===== src/hdl/asa_pkg.sv =====
// Shared types, constants and the arctangent step table for the arc sweep angle block.
`timescale 1ns / 1ps

package asa_pkg;

  // Prescaled vector width: magnitudes reach 2^60 times the CORDIC gain.
  localparam int XY_W = 63;
  // Accumulated angle, signed, with headroom over the table sum.
  localparam int Z_W = 25;
  // Point angle, unsigned, [0, 360) degrees.
  localparam int ANG_W = 25;
  // Sweep, signed, [-360, 360] degrees.
  localparam int SWP_W = 26;
  // Register tolerances.
  localparam int TOL_W = 16;
  // Operands are normalised to this bit position.
  localparam int PRESCALE_TOP = 60;
  // Declared arctangent table depth; atan_step holds entries 0 to 22 and gives zero beyond.
  localparam int ATAN_DEPTH = 32;

  // Angle units: 1/65536 degree.
  localparam int DEG_UNIT = 65536;
  localparam logic [ANG_W-1:0] QUARTER_TURN = ANG_W'(90 * DEG_UNIT);
  localparam logic [ANG_W-1:0] HALF_TURN = ANG_W'(180 * DEG_UNIT);
  localparam logic [ANG_W-1:0] FULL_TURN = ANG_W'(360 * DEG_UNIT);

  // Configuration register indexes.
  localparam logic REG_ANGLE_TOL = 1'b0;
  localparam logic REG_COORD_TOL = 1'b1;

  // One vector in flight through the CORDIC row.
  typedef struct packed {
    logic signed [XY_W-1:0] x;
    logic signed [XY_W-1:0] y;
    logic signed [Z_W-1:0] z;
  } vec_t;

  // Per-item flags carried alongside the vectors.
  typedef struct packed {
    logic cw;
    logic deg;
    logic s_nonneg;
    logic e_nonneg;
    logic s_negx;
    logic e_negx;
  } side_t;

  // Request travelling through the CORDIC row.
  typedef struct packed {
    vec_t s;
    vec_t e;
    side_t side;
  } pkt_t;

  // Point angles ready for the sweep stage.
  typedef struct packed {
    logic [ANG_W-1:0] sa;
    logic [ANG_W-1:0] ea;
    logic cw;
    logic deg;
  } res_t;

  // atan(2^-i) in 1/65536 degree.
  function automatic logic signed [Z_W-1:0] atan_step(input int unsigned i);
    logic signed [Z_W-1:0] v;
    case (i)
      0:  v = Z_W'(2949120);
      1:  v = Z_W'(1740967);
      2:  v = Z_W'(919879);
      3:  v = Z_W'(466945);
      4:  v = Z_W'(234379);
      5:  v = Z_W'(117304);
      6:  v = Z_W'(58666);
      7:  v = Z_W'(29335);
      8:  v = Z_W'(14668);
      9:  v = Z_W'(7334);
      10: v = Z_W'(3667);
      11: v = Z_W'(1833);
      12: v = Z_W'(917);
      13: v = Z_W'(458);
      14: v = Z_W'(229);
      15: v = Z_W'(115);
      16: v = Z_W'(57);
      17: v = Z_W'(29);
      18: v = Z_W'(14);
      19: v = Z_W'(7);
      20: v = Z_W'(4);
      21: v = Z_W'(2);
      22: v = Z_W'(1);
      default: v = '0;
    endcase
    return v;
  endfunction

endpackage


===== src/hdl/asa_finish.sv =====
// Back end: clamp the CORDIC angle, unfold the half plane and form point angles.
`timescale 1ns / 1ps

module asa_finish import asa_pkg::*; (
  input  logic             clk,
  input  logic             rst_n,
  input  logic [TOL_W-1:0] angle_tol,
  input  logic             in_valid,
  output logic             in_ready,
  input  pkt_t             in_pkt,
  output logic             out_valid,
  input  logic             out_ready,
  output res_t             out_res
);

  logic valid_r;
  res_t res_r;
  res_t res_nxt;

  // Clockwise angle from +x for one point
  function automatic logic [ANG_W-1:0] point_angle(input logic signed [Z_W-1:0] z,
                                                   input logic negx,
                                                   input logic nonneg,
                                                   input logic [TOL_W-1:0] tol);
    logic [ANG_W-1:0] zc;
    logic [ANG_W-1:0] a;
    logic [ANG_W-1:0] r;
    if (z < 0) begin
      zc = '0;
    end else if ($unsigned(z) > QUARTER_TURN) begin
      zc = QUARTER_TURN;
    end else begin
      zc = $unsigned(z);
    end
    a = negx ? (HALF_TURN - zc) : zc;
    if (!nonneg) begin
      r = a;
    end else if (a <= {{(ANG_W-TOL_W){1'b0}}, tol}) begin
      r = '0;
    end else begin
      r = FULL_TURN - a;
    end
    return r;
  endfunction

  always_comb begin
    res_nxt.sa  = point_angle(in_pkt.s.z, in_pkt.side.s_negx, in_pkt.side.s_nonneg,
                              angle_tol);
    res_nxt.ea  = point_angle(in_pkt.e.z, in_pkt.side.e_negx, in_pkt.side.e_nonneg,
                              angle_tol);
    res_nxt.cw  = in_pkt.side.cw;
    res_nxt.deg = in_pkt.side.deg;
  end

  assign in_ready  = !valid_r || out_ready;
  assign out_valid = valid_r;
  assign out_res   = res_r;

  always_ff @(posedge clk) begin
    if (!rst_n) begin
      valid_r <= 1'b0;
    end else if (in_ready) begin
      valid_r <= in_valid;
    end
    if (in_valid && in_ready) begin
      res_r <= res_nxt;
    end
  end

endmodule


===== config.mk =====
export PLATFORM = sky130hd
export DESIGN_NAME = asa_finish
export DESIGN_NICKNAME = d
export VERILOG_FILES = /design/src/hdl/asa_pkg.sv /design/src/hdl/asa_finish.sv
export SDC_FILE = /design/constraint.sdc
export NUM_CORES = 1
export LEC_CHECK = 0
export BUFFER_PORTS_ARGS = -buffer_cell sky130_fd_sc_hd__buf_2
export CORE_AREA = 2 2 148 150
export CTS_CLUSTER_DIAMETER = 100
export DETAILED_ROUTE_END_ITERATION = 6
export DIE_AREA = 0 0 150 152
export GPL_ROUTABILITY_DRIVEN = 0
export HOLD_SLACK_MARGIN = 0.12
export PLACE_DENSITY = 0.67
export SLEW_MARGIN = 0
export SYNTH_ARGS = -nofsm -noshare
export SYNTH_HDL_FRONTEND = slang
export SYNTH_SLANG_ARGS = --single-unit

===== constraint.sdc =====
create_clock -name clk -period 7 [get_ports clk]
set_input_delay 0.35 -clock clk [delete_from_list [all_inputs] [get_ports clk]]
set_output_delay 0.35 -clock clk [all_outputs]
set_load 0.03 [all_outputs]

==> impl_metrics.yaml <==
clock_network:
  cts_root_buf: "clkbuf_16"
  cts_sinks: 53
  post_cts_resized: 0
  clk_path_buf_depth: 2
  cts_tree: "built"
  clkTransAtPathRegs_ns: 0.07
  numCtsBuffers: 5
  cts_setup_buffers: 0
  clk-insertion-delay-late_ns: 0.30
  hold_buffers: 0
  cts_htree_levels: 2
die:
  die_height_um: 152
  dieArea_um2: 22800
  start_util_pct: 28.3
  coreArea_um2: 21400
  die_x_um: 150
  pin_count: 382
  placementRows: 54
pwr:
  vdd_drop_max_mv: 0.137
  power_density_nw_per_um2: 167
  fin_total_pwr_mw: 1.19
  power_leakage_nw: 2.95
finish:
  diodes: 0
  layout-drive-gt1-share_pct: 21.2
  synthToLayoutAreaGrowth_pct: 17.4
  final_nets: 1226
  stdcell_count: 1143
global_routing:
  antenna_found_initial: 0
  grt_max_degree: 53
  grt_pass1_vias: 5709
  grt_usage_pct: 17.2
  grt_pass1_wl_um: 31200
  gr-total-overflow: 0
timing:
  finalHoldViolations: 0
  worst_pin_slew_ns: 0.873
  fmax_ghz: 0.167
  max_slew_margin_pct: 41.8
  setup_violations: 0
  timing.final.crit_share_pct: 85.8
  fin_skew_ns: 0.00798
  finalMaxSlewViolations: 0
  whs_ns: 0.239
  tns_ns: 0
  rsz0062_at_grt: "false"
  period_needed_ns: 6.00
placement:
  io_buffers: 129
  place_inst: 1135
  dp_hpwl_um: 15800
route:
  wl_per_cell_um: 17.7
  drt_first_pass_iters: 5
  drcViolationCount: 0
  detail-route-antenna-nets: 0
  finalWirelength_um: 20200
  via_count: 6524
  first_iter_violations: 748
  vias_per_cell: 5.71
critical_path:
  crit_arrival_ns: 6.06
  reg2reg_setup_slack_ns: 5.49
  crit_type: "in -> reg"
  crit_fanout: 20
  required_ns: 7.05
  cp-end-kind: "flip-flop"
  startpoint_type: "input pin"
run:
  drv_cap: 0
synthesis:
  ys_warn_count: 0
  synth_edf_count: 52
  ys.flop_type: "edfxtp_1"
  synth_cell_types: 78
  synth_area_um2: 6050
  ys_ff_latch: 53
  syn_area_per_cell_um2: 7.95
  async_flop_share_pct: 0
  synthCells: 761
  ys_seq_area_share_pct: 26.1
  syn_nets: 1125
worst_hold_path:
  hold_path_class: "in -> reg"
status:
  status: "completed"
registers in the layout, summed over array words and instances (netlist names):
register and cells:
out_res 52, out_valid 1
synthesized netlist by cell type, types with 15 or more instances:
cell,number,area (µm²)
a21o_1,18,135
xor2_1,15,131
nor2_1,62,233
o21ai_0,36,180
edfxtp_1,52,1560
nor4_1,16,100
inv_1,45,169
a21oi_1,52,260
o31ai_1,16,120
nor3_1,33,165
nand2_1,62,233
nand3_1,19,95.1
clkbuf_1,32,120
or3_1,16,100
ha_1,36,450
final timing paths:
check	depth (start not counted)	end	startpoint
max reg2reg	3	out_res[45]$_DFFE_PP_	out_valid$_SDFFE_PN0N_
max	20	out_res[35]$_DFFE_PP_	in_pkt[181]
min	1	out_res[1]$_DFFE_PP_	in_pkt[5]
min reg2reg	2	out_valid$_SDFFE_PN0N_	out_valid$_SDFFE_PN0N_
report_power, final:
part	internal (mW)	total (mW)	switching (mW)
clock network	0.170	0.294	0.124
registers	0.393	0.402	0.00883
logic	0.165	0.493	0.328
placed cells by master (no fill, tap or decap), drive strengths merged, types with 15 or more instances in the layout:
| cell | Yosys | routed |
|---|---|---|
| a21o | 19 | 19 |
| a21oi | 53 | 53 |
| buf | 14 | 140 |
| edfxtp | 52 | 52 |
| ha | 36 | 36 |
| inv | 47 | 47 |
| nand2 | 62 | 62 |
| nand3 | 19 | 19 |
| nor2 | 62 | 62 |
| nor3 | 35 | 35 |
| nor4 | 18 | 18 |
| o21ai | 39 | 39 |
| o31ai | 16 | 16 |
| or3 | 17 | 17 |
| xor2 | 15 | 15 |
metal layers:
metal	up-vias	GRT usage, %	routed length [µm]
met2	304	25.7	8620
met4	0	5.08	565
met1	3051	24.9	9330
li1	3127	-	-
met3	42	3.18	1680
met5	-	0	0
metrics by stage:
step                util [%]  setup WS [ns]  cell area, µm²
finish                  33.3          0.995            7100
global route            33.3          0.709            7100
CTS                     33.3           1.12            7100
detailed placement      32.5          0.814            6930
global placement        32.5          0.869            6930
floorplan                  -           1.69            6050
logic make-up after synthesis:
logic type / synth area share, %
compound gates: 27.7
xor+xnor: 3.33
fa+ha+maj: 7.45
buf+inv: 6.25
flops: 26.1
mux: 2.77
simple gates: 26.3
worst max-delay path, stage by stage:
cell and delay [ns]:
buf_2 0.31, or3_1 0.31, o21ai_1 0.10, buf_4 0.18, a21o_2 0.30, nand2_1 0.18, ha_1 0.38, or3b_2 0.58
nor4_1 0.37, nor2b_1 0.20, o31ai_1 0.09, o21ai_0 0.34, inv_1 0.13, ha_1 0.34, nand4_1 0.12, nor4_1 0.50
o211ai_1 0.19, nor2_1 0.56, nor2_1 0.23, a22o_1 0.26
area by class of cell:
cell class / count / area [µm²]
clock buffers: 6 / 129
fillers: 2310 / 14300
flip-flops and latches: 53 / 1580
repair buffers: 140 / 728
clock inverters: 2 / 38.8
well taps: 280 / 350
inverters: 48 / 180
multi-input cells: 614 / 4090
No activity file was read; power rests on OpenSTA's default activity.
