[src/hdl/asa_pkg.sv]
// Shared types, constants and the arctangent step table for the arc sweep angle block.
`timescale 1ns / 1ps

package asa_pkg;

  // Prescaled vector width: magnitudes reach 2^60 times the CORDIC gain.
  localparam int XY_W = 63;
  // Accumulated angle, signed, with headroom over the table sum.
  localparam int Z_W = 25;
  // Point angle, unsigned, [0, 360) degrees.
  localparam int ANG_W = 25;
  // Sweep, signed, [-360, 360] degrees.
  localparam int SWP_W = 26;
  // Register tolerances.
  localparam int TOL_W = 16;
  // Operands are normalised to this bit position.
  localparam int PRESCALE_TOP = 60;
  // Declared arctangent table depth; atan_step holds entries 0 to 22 and gives zero beyond.
  localparam int ATAN_DEPTH = 32;

  // Angle units: 1/65536 degree.
  localparam int DEG_UNIT = 65536;
  localparam logic [ANG_W-1:0] QUARTER_TURN = ANG_W'(90 * DEG_UNIT);
  localparam logic [ANG_W-1:0] HALF_TURN = ANG_W'(180 * DEG_UNIT);
  localparam logic [ANG_W-1:0] FULL_TURN = ANG_W'(360 * DEG_UNIT);

  // Configuration register indexes.
  localparam logic REG_ANGLE_TOL = 1'b0;
  localparam logic REG_COORD_TOL = 1'b1;

  // One vector in flight through the CORDIC row.
  typedef struct packed {
    logic signed [XY_W-1:0] x;
    logic signed [XY_W-1:0] y;
    logic signed [Z_W-1:0] z;
  } vec_t;

  // Per-item flags carried alongside the vectors.
  typedef struct packed {
    logic cw;
    logic deg;
    logic s_nonneg;
    logic e_nonneg;
    logic s_negx;
    logic e_negx;
  } side_t;

  // Request travelling through the CORDIC row.
  typedef struct packed {
    vec_t s;
    vec_t e;
    side_t side;
  } pkt_t;

  // Point angles ready for the sweep stage.
  typedef struct packed {
    logic [ANG_W-1:0] sa;
    logic [ANG_W-1:0] ea;
    logic cw;
    logic deg;
  } res_t;

  // atan(2^-i) in 1/65536 degree.
  function automatic logic signed [Z_W-1:0] atan_step(input int unsigned i);
    logic signed [Z_W-1:0] v;
    case (i)
      0:  v = Z_W'(2949120);
      1:  v = Z_W'(1740967);
      2:  v = Z_W'(919879);
      3:  v = Z_W'(466945);
      4:  v = Z_W'(234379);
      5:  v = Z_W'(117304);
      6:  v = Z_W'(58666);
      7:  v = Z_W'(29335);
      8:  v = Z_W'(14668);
      9:  v = Z_W'(7334);
      10: v = Z_W'(3667);
      11: v = Z_W'(1833);
      12: v = Z_W'(917);
      13: v = Z_W'(458);
      14: v = Z_W'(229);
      15: v = Z_W'(115);
      16: v = Z_W'(57);
      17: v = Z_W'(29);
      18: v = Z_W'(14);
      19: v = Z_W'(7);
      20: v = Z_W'(4);
      21: v = Z_W'(2);
      22: v = Z_W'(1);
      default: v = '0;
    endcase
    return v;
  endfunction

endpackage

[src/hdl/asa_prep.sv]
// Front end: centre offsets, magnitudes, prescaling and per-point flags.
`timescale 1ns / 1ps

module asa_prep import asa_pkg::*; #(
  parameter int COORD_WIDTH = 32
) (
  input  logic                          clk,
  input  logic                          rst_n,
  input  logic [TOL_W-1:0]              coord_tol,
  input  logic                          in_valid,
  output logic                          in_ready,
  input  logic signed [COORD_WIDTH-1:0] sx,
  input  logic signed [COORD_WIDTH-1:0] sy,
  input  logic signed [COORD_WIDTH-1:0] ex,
  input  logic signed [COORD_WIDTH-1:0] ey,
  input  logic signed [COORD_WIDTH-1:0] cx,
  input  logic signed [COORD_WIDTH-1:0] cy,
  input  logic                          cw,
  output logic                          out_valid,
  input  logic                          out_ready,
  output pkt_t                          out_pkt
);

  localparam int D_W = COORD_WIDTH + 1;
  localparam int PRESCALE = PRESCALE_TOP - COORD_WIDTH;

  // First stage: offsets from the centre
  logic                  a_valid_r;
  logic                  a_ready;
  logic signed [D_W-1:0] sdx_r, sdy_r, edx_r, edy_r;
  logic                  cw_r;

  // Second stage: packet register
  logic b_valid_r;
  pkt_t pkt_r;
  pkt_t pkt_nxt;

  assign in_ready  = !a_valid_r || a_ready;
  assign a_ready   = !b_valid_r || out_ready;
  assign out_valid = b_valid_r;
  assign out_pkt   = pkt_r;

  // Widen by one bit so the difference never wraps
  function automatic logic signed [D_W-1:0] diff(input logic signed [COORD_WIDTH-1:0] p,
                                                 input logic signed [COORD_WIDTH-1:0] c);
    return {p[COORD_WIDTH-1], p} - {c[COORD_WIDTH-1], c};
  endfunction

  // Magnitude placed at the normalised bit position
  function automatic logic signed [XY_W-1:0] scaled_mag(input logic signed [D_W-1:0] d);
    logic [D_W-1:0]  mag;
    logic [XY_W-1:0] wide;
    mag  = d[D_W-1] ? D_W'(-d) : d;
    wide = {{(XY_W-D_W){1'b0}}, mag} << PRESCALE;
    return $signed(wide);
  endfunction

  // dy counts as non-negative when dy + tolerance is not below zero
  function automatic logic nonneg(input logic signed [D_W-1:0] d,
                                  input logic [TOL_W-1:0] tol);
    logic signed [D_W:0] t;
    t = {d[D_W-1], d} + $signed({{(D_W+1-TOL_W){1'b0}}, tol});
    return !t[D_W];
  endfunction

  always_comb begin
    pkt_nxt.s.x           = scaled_mag(sdx_r);
    pkt_nxt.s.y           = scaled_mag(sdy_r);
    pkt_nxt.s.z           = '0;
    pkt_nxt.e.x           = scaled_mag(edx_r);
    pkt_nxt.e.y           = scaled_mag(edy_r);
    pkt_nxt.e.z           = '0;
    pkt_nxt.side.cw       = cw_r;
    pkt_nxt.side.deg      = ((sdx_r == '0) && (sdy_r == '0)) ||
                            ((edx_r == '0) && (edy_r == '0));
    pkt_nxt.side.s_nonneg = nonneg(sdy_r, coord_tol);
    pkt_nxt.side.e_nonneg = nonneg(edy_r, coord_tol);
    pkt_nxt.side.s_negx   = sdx_r[D_W-1];
    pkt_nxt.side.e_negx   = edx_r[D_W-1];
  end

  // Advance the offset stage
  always_ff @(posedge clk) begin
    if (!rst_n) begin
      a_valid_r <= 1'b0;
    end else if (in_ready) begin
      a_valid_r <= in_valid;
    end
    if (in_valid && in_ready) begin
      sdx_r <= diff(sx, cx);
      sdy_r <= diff(sy, cy);
      edx_r <= diff(ex, cx);
      edy_r <= diff(ey, cy);
      cw_r  <= cw;
    end
  end

  // Advance the packet stage
  always_ff @(posedge clk) begin
    if (!rst_n) begin
      b_valid_r <= 1'b0;
    end else if (a_ready) begin
      b_valid_r <= a_valid_r;
    end
    if (a_valid_r && a_ready) begin
      pkt_r <= pkt_nxt;
    end
  end

endmodule

[config.mk]
export PLATFORM = sky130hd
export DESIGN_NAME = asa_prep
export DESIGN_NICKNAME = d
export VERILOG_FILES = /design/src/hdl/asa_pkg.sv /design/src/hdl/asa_prep.sv
export SDC_FILE = /design/constraint.sdc
export NUM_CORES = 1
export LEC_CHECK = 0
export ABC_AREA = 1
export ABC_CLOCK_PERIOD_IN_PS = 10530
export BUFFER_PORTS_ARGS = -buffer_cell sky130_fd_sc_hd__buf_2
export CAP_MARGIN = 40
export CORE_ASPECT_RATIO = 1.75
export CORE_MARGIN = 8
export CORE_UTILIZATION = 30
export DETAILED_ROUTE_END_ITERATION = 10
export GPL_TIMING_DRIVEN = 1
export SYNTH_ARGS = -nofsm -noshare
export SYNTH_HDL_FRONTEND = slang
export SYNTH_SLANG_ARGS = --single-unit
[constraint.sdc]
create_clock -name clk -period 10.53 [get_ports clk]
set_input_delay 2.106 -clock clk [delete_from_list [all_inputs] [get_ports clk]]
set_output_delay 2.106 -clock clk [all_outputs]
set_load 0.01 [all_outputs]
==> results list, run 1 <==
* Status: complete, no violations
* Reported max-cap violation count: 0
- Leakage Power: 15.7 nW
- In the layout the commonest cells are nand2_1, inv_1, buf_2, nor2_1, edfxtp_1.
* Final HPWL DP: 83.7 mm
* Die width: 234 microns
* Top cell type by total area after synthesis: edfxtp_1
* CTS-repair resized insts: 0
- Worst-path cell with the longest stage delay: buf_2
- Synthesized netlist cell count: 3652
- Number of synthesized flops with an enable pin: 271
- Total global routing overflow: 0
* Aggregate global-route resource usage: 19.9%
* Data required, critical path: 8.42 ns
- By area the synthesized netlist is led by edfxtp_1, nand2_1, inv_1.
- The number of global-route vias before repair is 22900.
* Iteration count of the initial detailed-routing pass: 5
- Critical path launch point type: input pin
* Category of the worst setup path capture point: primary output
- The critical path runs through a total of 4 cells.
* Unrepaired setup endpoints after global routing: no
- R2R depth: 10
- After clock tree synthesis, the clock-pin slew on the worst setup and hold paths is 0.06 ns.
- Setup violations remaining at the end of the flow were counted as 0.
- Arrival time of the worst setup path: 2.60 ns
- Placed Instances: 5060
- The floorplan step defined a core boundary enclosing 0.0827 sq mm.
- Mapped Avg Cell Area: 6.82 sq um
- Summing every instance area after synthesis gives 0.0249 sq mm.
- Pin slew with the least headroom to its limit: 0.858 ns
- Excluding fillers, the count of instances in the completed layout stands at 5123.
* Buffering stage count on the worst path with inverters included: 3
- In this run, distinct cell masters in the synthesized netlist total 47.
- Crit-path cells: buf_2 -> inv_1 -> nand3_1 -> buf_2
- Total via count in the routed design: 22700
- Ratio of cells with drive above 1 in the final layout: 13.3%
* Cell seen most often among critical-path stages: buf_2
- After detailed routing, the total wire length is 95.9 mm.
* Ports placed on the boundary: 523
- The most used flip-flop cell after synthesis is edfxtp_1.
* Crit path setup slack, layout: 5.82 ns
- Min-Delay Path Class: register to register
- Die height: 397 microns
* Total number of placement rows: 140
- After detailed routing, the average wire length per cell comes to 18.7 microns.
- Number of hold-slack violations in the final timing report: 0
* Final weighted congestion in routability-driven placement: 0.975
- Type of the worst setup path: input pin to primary output
- Nets: 4411
- Once the floorplan was initialized, standard cells occupied 30.1% of the core.
- The tree built by TritonCTS fans out to 273 sinks.
- In this design, the stage delay of the slowest critical-path cell is 0.17 ns.
- Across the routed clock network, the largest skew measured is 0.0108 ns.
* Antenna violations before repair: 18
- FILL cells: 9099
- The first global-routing pass estimated 136 mm of wire.
* Maximum clock insertion buffer count: 3
- Post-layout min period: 4.71 ns
- Of the post-synthesis cell area, the part taken by muxes is 0%.
* Final slew viol count: 0
- TritonCTS built the clock tree.
- Number of buffers inserted during clock tree synthesis: 31
- Area taken by flip-flops and latches: 0.00818 sq mm
- Maximum number of pins on one net before global-route repair: 68
* Clk_lat worst skew: 0.61 ns
- Arithmetic-cell share of the synthesized area counting full adders, half adders and majority gates: 8.66%
- Buffers added to address setup during post-CTS repair amount to 0.
* Pre-CTS WS: 5.82 ns
- DR DRC count: 0
- In this run the number of H-tree levels came out at 1.
* Async set-reset flop share out of synthesis: 0%
* Final antenna-violating net count: 0
- After Yosys synthesis, XOR and XNOR cells account for 5.24% of the synthesized area.
* Maximum clock frequency: 212 MHz
* Clock Tree Root: clkbuf_16
- During synthesis, Yosys emitted a total of 0 warnings.
- Hold is met by 0.452 ns.
- Portion of synthesized cell area occupied by the leading cell type: 32.7%
- Setup TNS after final layout: 0 ns
- Die ar.: 0.0929 sq mm
- Footprint of the multi-input gates: 0.0132 sq mm
- Worst path top cell family by delay: buffers and inverters
- After detailed routing, the number of vias per cell comes to 4.43.
- Final period util: 44.7%
- For this design, the CTS-stage hold fixing added 0 buffers.
* Synth Area in Compound Gates: 3.67%
- Most common library cell in the layout ignoring fill and taps: nand2_1
- Number of port buffers: 352
* Number of cells on the worst hold path: 0
* Max-slew headroom: 42.8%
- The design draws 3.82 mW.
* Iteration-0 DRC count of the detailed router: 1238
- Power density cells: 134 mW/mm^2
- Post-synthesis share of cell area spent on and, or, nand and nor gates: 32.8%
- From synthesis to final layout, the design area changed by 14.1%.
* Largest fanout on the critical path: 3
- IR analysis of the VDD net gives a maximum drop of 0.110 mV.
- After synthesis the netlist holds a flip-flop and latch count of 273.
- By area, the combinational part of the netlist is dominated by simple AND/OR/NAND/NOR gates.
* Seq/Total Area, Yosys: 32.8%
[final timing paths]
path,endpoint,slack [ns],startpoint
min reg2reg,out_pkt[273],0.45,sdx_r[0]
min,out_pkt[273],0.45,sdx_r[0]
max,in_ready,5.82,out_ready
max reg2reg,out_pkt[4],8.04,sdx_r[0]
[cell usage after synthesis, types with 9 or more instances]
library cell	number
a21oi_1	103
and2_1	13
buf_2	12
buf_4	170
edfxtp_1	271
ha_1	166
inv_1	737
inv_2	14
nand2_1	1291
nand2_2	46
nand3_1	189
nand3_2	15
nand4_1	18
nor2_1	290
nor2_2	28
nor3_1	19
nor3_2	9
o21ai_0	34
xnor2_1	19
xor2_1	130
[worst register-to-register path, cell delays in order, from the launching register on]
cell and delay (ns):
edfxtp_1 0.38, inv_1 0.13, ha_1 0.20, nand3_2 0.14
nor2_2 0.18, nand2_2 0.13, inv_2 0.13, nand4_1 0.23
nor3_1 0.25, ha_1 0.37, a22o_1 0.22
[metal layers]
| metal | part of all wire, % | up-vias | global-route usage [%] |
|---|---|---|---|
| li1 | - | 11600 | - |
| met1 | 32 | 10200 | 16.7 |
| met4 | 9.2 | 10 | 15.8 |
| met2 | 54 | 651 | 40.0 |
| met5 | 0.072 | - | 0 |
| met3 | 4.8 | 234 | 3.25 |
[power by group]
part	leakage (nW)	switching, mW	internal [mW]
Sequential	2.62	0.109	1.38
Combinational	12.6	0.806	0.375
Clock	0.494	0.488	0.658
[final cells by class]
class,instances,area share [%]
diodes,7,0.0616
clock buffers,37,2.81
clock inverters,19,0.779
inverters,752,9.94
multi-input cells,2609,46.4
flip-flops and latches,273,28.8
well taps,1065,4.69
repair buffers,361,6.53
[logic make-up (layout without fill, tap and decap cells)]
kind of cell	Yosys count	count (layout)
and+or+nand+nor	1950	1950
buffers and inverters	939	1169
DFF	273	273
adders and majority gates	170	170
AOI/OAI and AO/OA	170	170
xor gates and xnor gates	149	149
other	1	177
[per-stage QoR]
step           util, %  cell area (sq um)
4_1_cts           34.4              28400
6_report          34.4              28400
5_1_grt           34.4              28400
2_1_floorplan        -              25500
3_3_place_gp      33.1              27400
3_5_place_dp      33.1              27400
[sequential cells by signal, summed over array words and instances, names as in the netlist]
register and flops:
a_valid_r 1, cw_r 1, edx_r 33, edy_r 33
out_pkt 138, out_valid 1, sdx_r 33, sdy_r 33
Power figures use the tool's default switching activity.
==> run 2: changes to the inputs <==
ABC_CLOCK_PERIOD_IN_PS = 4300   (was 10530)
clock period = 4.3 ns   (was 10.53 ns; I/O delays follow)
==> run 2 against run 1 <==
Net effect:
- global-route usage up 0.69 points
- routed wire length up 2.9%
- combinational power is 140% higher
- power grew to 2.5 times the previous value
- critical path type is now register to register
- hold slack worse by 0.028 ns
- cell area is 0.33% higher
- via count is essentially flat
- utilization rose by 0.11 points
- count of clock-buffer cells in the layout fell by 3
- cell count about the same
- non-clock buffer count stayed put
==> results list, run 2 (synthesis results as in run 1) <==
- Maximum clock insertion buffer count: 3 (unchanged)
- The worst stage delay on the critical path is 0.39 ns (was 0.17 ns).
- Buffering stage count on the worst path with inverters included: 2 (was 3)
- CTS sink cnt: 273 (unchanged)
- The worst clock skew was 0.0151 ns (was 0.0108 ns).
- Number of port buffers: 352 (unchanged)
- The via total after detailed routing is 22700 (about the same).
- Final setup violation count: 0 (unchanged)
- Area growth syn-to-layout: 14.5% (was 14.1%)
* Die width: 234 microns (unchanged)
- The first-iteration detailed-routing DRC count is 1086 (was 1238).
- The reg-to-reg startpoint is sdx_r[0] (unchanged).
- The sum of negative setup slack came to 0 ns (unchanged).
- Die ar.: 0.0929 sq mm (unchanged)
- The type of the most critical hold path is input pin to register (was register to register).
* Commonest non-fill, non-tap cells in the layout: nand2_1, inv_1, buf_2, nor2_1, edfxtp_1 (unchanged)
- Vias in the first global route: 23000 (was 22900)
- The cell type group with the largest total delay on the critical path is simple AND/OR/NAND/NOR gates (was buffers and inverters).
- Pin slew with the least headroom to its limit: 0.748 ns (was 0.858 ns)
* Power density cells: 335 mW/mm^2 (was 134 mW/mm^2)
- Most common library cell in the layout ignoring fill and taps: nand2_1 (unchanged)
* Arrival time of the worst setup path: 2.97 ns (was 2.60 ns)
* Total global routing overflow: 0 (unchanged)
- Cell area after placement: 0.0274 sq mm (about the same)
- Number of buffers inserted during clock tree synthesis: 31 (unchanged)
* Critical path launch point type: register (was input pin)
* Reg power frac: 38.5% (was 39.0%)
- Initial core utilization: 30.1% (unchanged)
* Relative contribution of the clock network to total power: 31.3% (was 30.0%)
- The placement row count came to 140 (unchanged).
- TritonCTS clock tree: yes (unchanged)
- Number of flip-flops in the largest register: 138 (unchanged)
- The count of pins on the block boundary was 523 (unchanged).
- The area of the core region was 0.0827 sq mm (unchanged).
- The fraction of layout instances using a drive strength above 1 is 13.5% (was 13.3%).
- Category of the worst setup path capture point: register (was primary output)
- HP Start: cw (was sdx_r[0])
* Post-route standard cell area excluding fillers: 0.0285 sq mm (was 0.0284 sq mm)
- The number of optimization iterations in the first detailed-route pass came to 5 (unchanged).
* Final HPWL DP: 86.2 mm (was 83.7 mm)
* Clk pin slew, worst setup/hold paths: 0.07 ns (was 0.06 ns)
- Number of levels in the clock H-tree: 1 (unchanged)
- The post-route DRC violation count was 0 (unchanged).
* Final antenna-violating net count: 0 (unchanged)
* Antenna violations before repair: 16 (was 18)
* Aggregate global-route resource usage: 20.6% (was 19.9%)
- The cell seen most often among critical-path stages is ha_1 (was buf_2).
* Average vias per placed instance: 4.43 (about the same)
* Cell-internal power: 6.05 mW (was 2.41 mW)
- Unrepaired setup endpoints after global routing: no (unchanged).
* Reported max-cap violation count: 0 (unchanged)
- Post-DR wirelength/cell: 19.3 microns (was 18.7 microns)
- Maximum number of pins on one net before global-route repair: 70 (was 68)
- Switching power as a share of total power: 36.7% (was 36.8%)
- Leakage Power: 15.8 nW (was 15.7 nW)
* Peak supply drop: 0.283 mV (was 0.110 mV)
- The number of pins exceeding their max-slew limit in the final report is 0 (unchanged).
- Largest fanout on the critical path: 5 (was 3)
- Clock Tree Root: clkbuf_16 (unchanged)
- The category of the most critical setup path is register to register (was input pin to primary output).
- The normalized max-slew margin is 50.1% (was 42.8%).
- Wire length after detailed routing: 98.7 mm (was 95.9 mm)
- Final period util: 58.3%
* Die height: 397 microns (unchanged)
- The standard cell with the maximum stage delay on the critical path was edfxtp_1 (was buf_2).
- The later-pin clock latency in the skew report was 0.60 ns (was 0.61 ns).
- The final hold violation count came to 0 (unchanged).
* Number of setup buffers added after CTS: 0 (unchanged)
- The global-route wire length before repair came to 140 mm (was 136 mm).
* Data required, critical path: 4.77 ns (was 8.42 ns)
* Crit-path cells: inv_1 -> ha_1 -> nand3_2 -> nor2_2 -> nand2_2 -> inv_2 -> nand4_1 -> nor3_1 -> ha_1 -> a22o_1 (was buf_2 -> inv_1 -> nand3_1 -> buf_2)
- Status: complete, no violations (unchanged).
- Nets: 4411 (unchanged)
- Hold Buf Count CTS: 0 (unchanged)
- Combinational group share of total power: 30.2% (was 30.9%)
* Final weighted congestion in routability-driven placement: 1.02 (was 0.975)
- Critical path startpoint: sdx_r[0] (was out_ready)
- Post-layout min period: 2.51 ns
- Net switching component of the power: 3.50 mW (was 1.40 mW)
- CTS-repair resized insts: 0 (unchanged)
- Maximum clock frequency: 399 MHz
[run 2: changes by cell type in the layout (fill, tap and decap cells not counted), sizes merged]
cell      before  now
clkbuf        37   34
clkinvlp       2    4
bufinv         5    7
inv          752  754
clkinv        12   10
[run 2: power by group through the flow]
stage | Combinational, mW | Clock, mW | Sequential (mW)
after detailed placement | 2.89 | 0 | 3.74
after global routing | 3.23 | 3.14 | 3.70
after CTS | 2.91 | 3.07 | 3.68
after global placement | 2.88 | 0 | 3.73
final | 2.89 | 2.99 | 3.68
after floorplan | 1.95 | 0 | 3.65
[run 2: cell type report]
type	count	area [sq um]
antenna	7	17.5
clock inverter	23	318
inverter	752	2830
fill	9066	54200
sequential	273	8180
timing repair buffer	361	1870
clock buffer	34	787
multi-input combinational	2609	13200
tap	1065	1330
[run 2: worst paths after layout]
| kind | endpoint | slack [ns] | cells past startpoint |
|---|---|---|---|
| max | out_pkt[4] | 1.79 | 10 |
| min | cw_r | 0.42 | 1 |
| max reg2reg | out_pkt[4] | 1.79 | 10 |
| min reg2reg | out_pkt[5] | 0.43 | 0 |
[run 2: stage by stage]
stage,std cells,power [mW],hold slack [ns],util (%),worst slack [ns]
after global routing,5117,10.1,0.403,34.5,1.66
after detailed placement,5060,6.62,0.413,33.1,1.33
after CTS,5117,9.65,0.381,34.5,1.63
after global placement,5060,6.61,0.405,33.1,1.28
final,5124,9.55,0.423,34.5,1.79
after floorplan,3821,5.60,0.400,-,0.0614
[run 2: per-layer routing]
| layer | part of all wire, % | vias up | track usage, % |
|---|---|---|---|
| met1 | 31 | 10100 | 17.1 |
| met2 | 54 | 690 | 40.7 |
| li1 | - | 11600 | - |
| met3 | 4.7 | 240 | 3.21 |
| met5 | 0.067 | - | 0 |
| met4 | 10 | 10 | 18.4 |
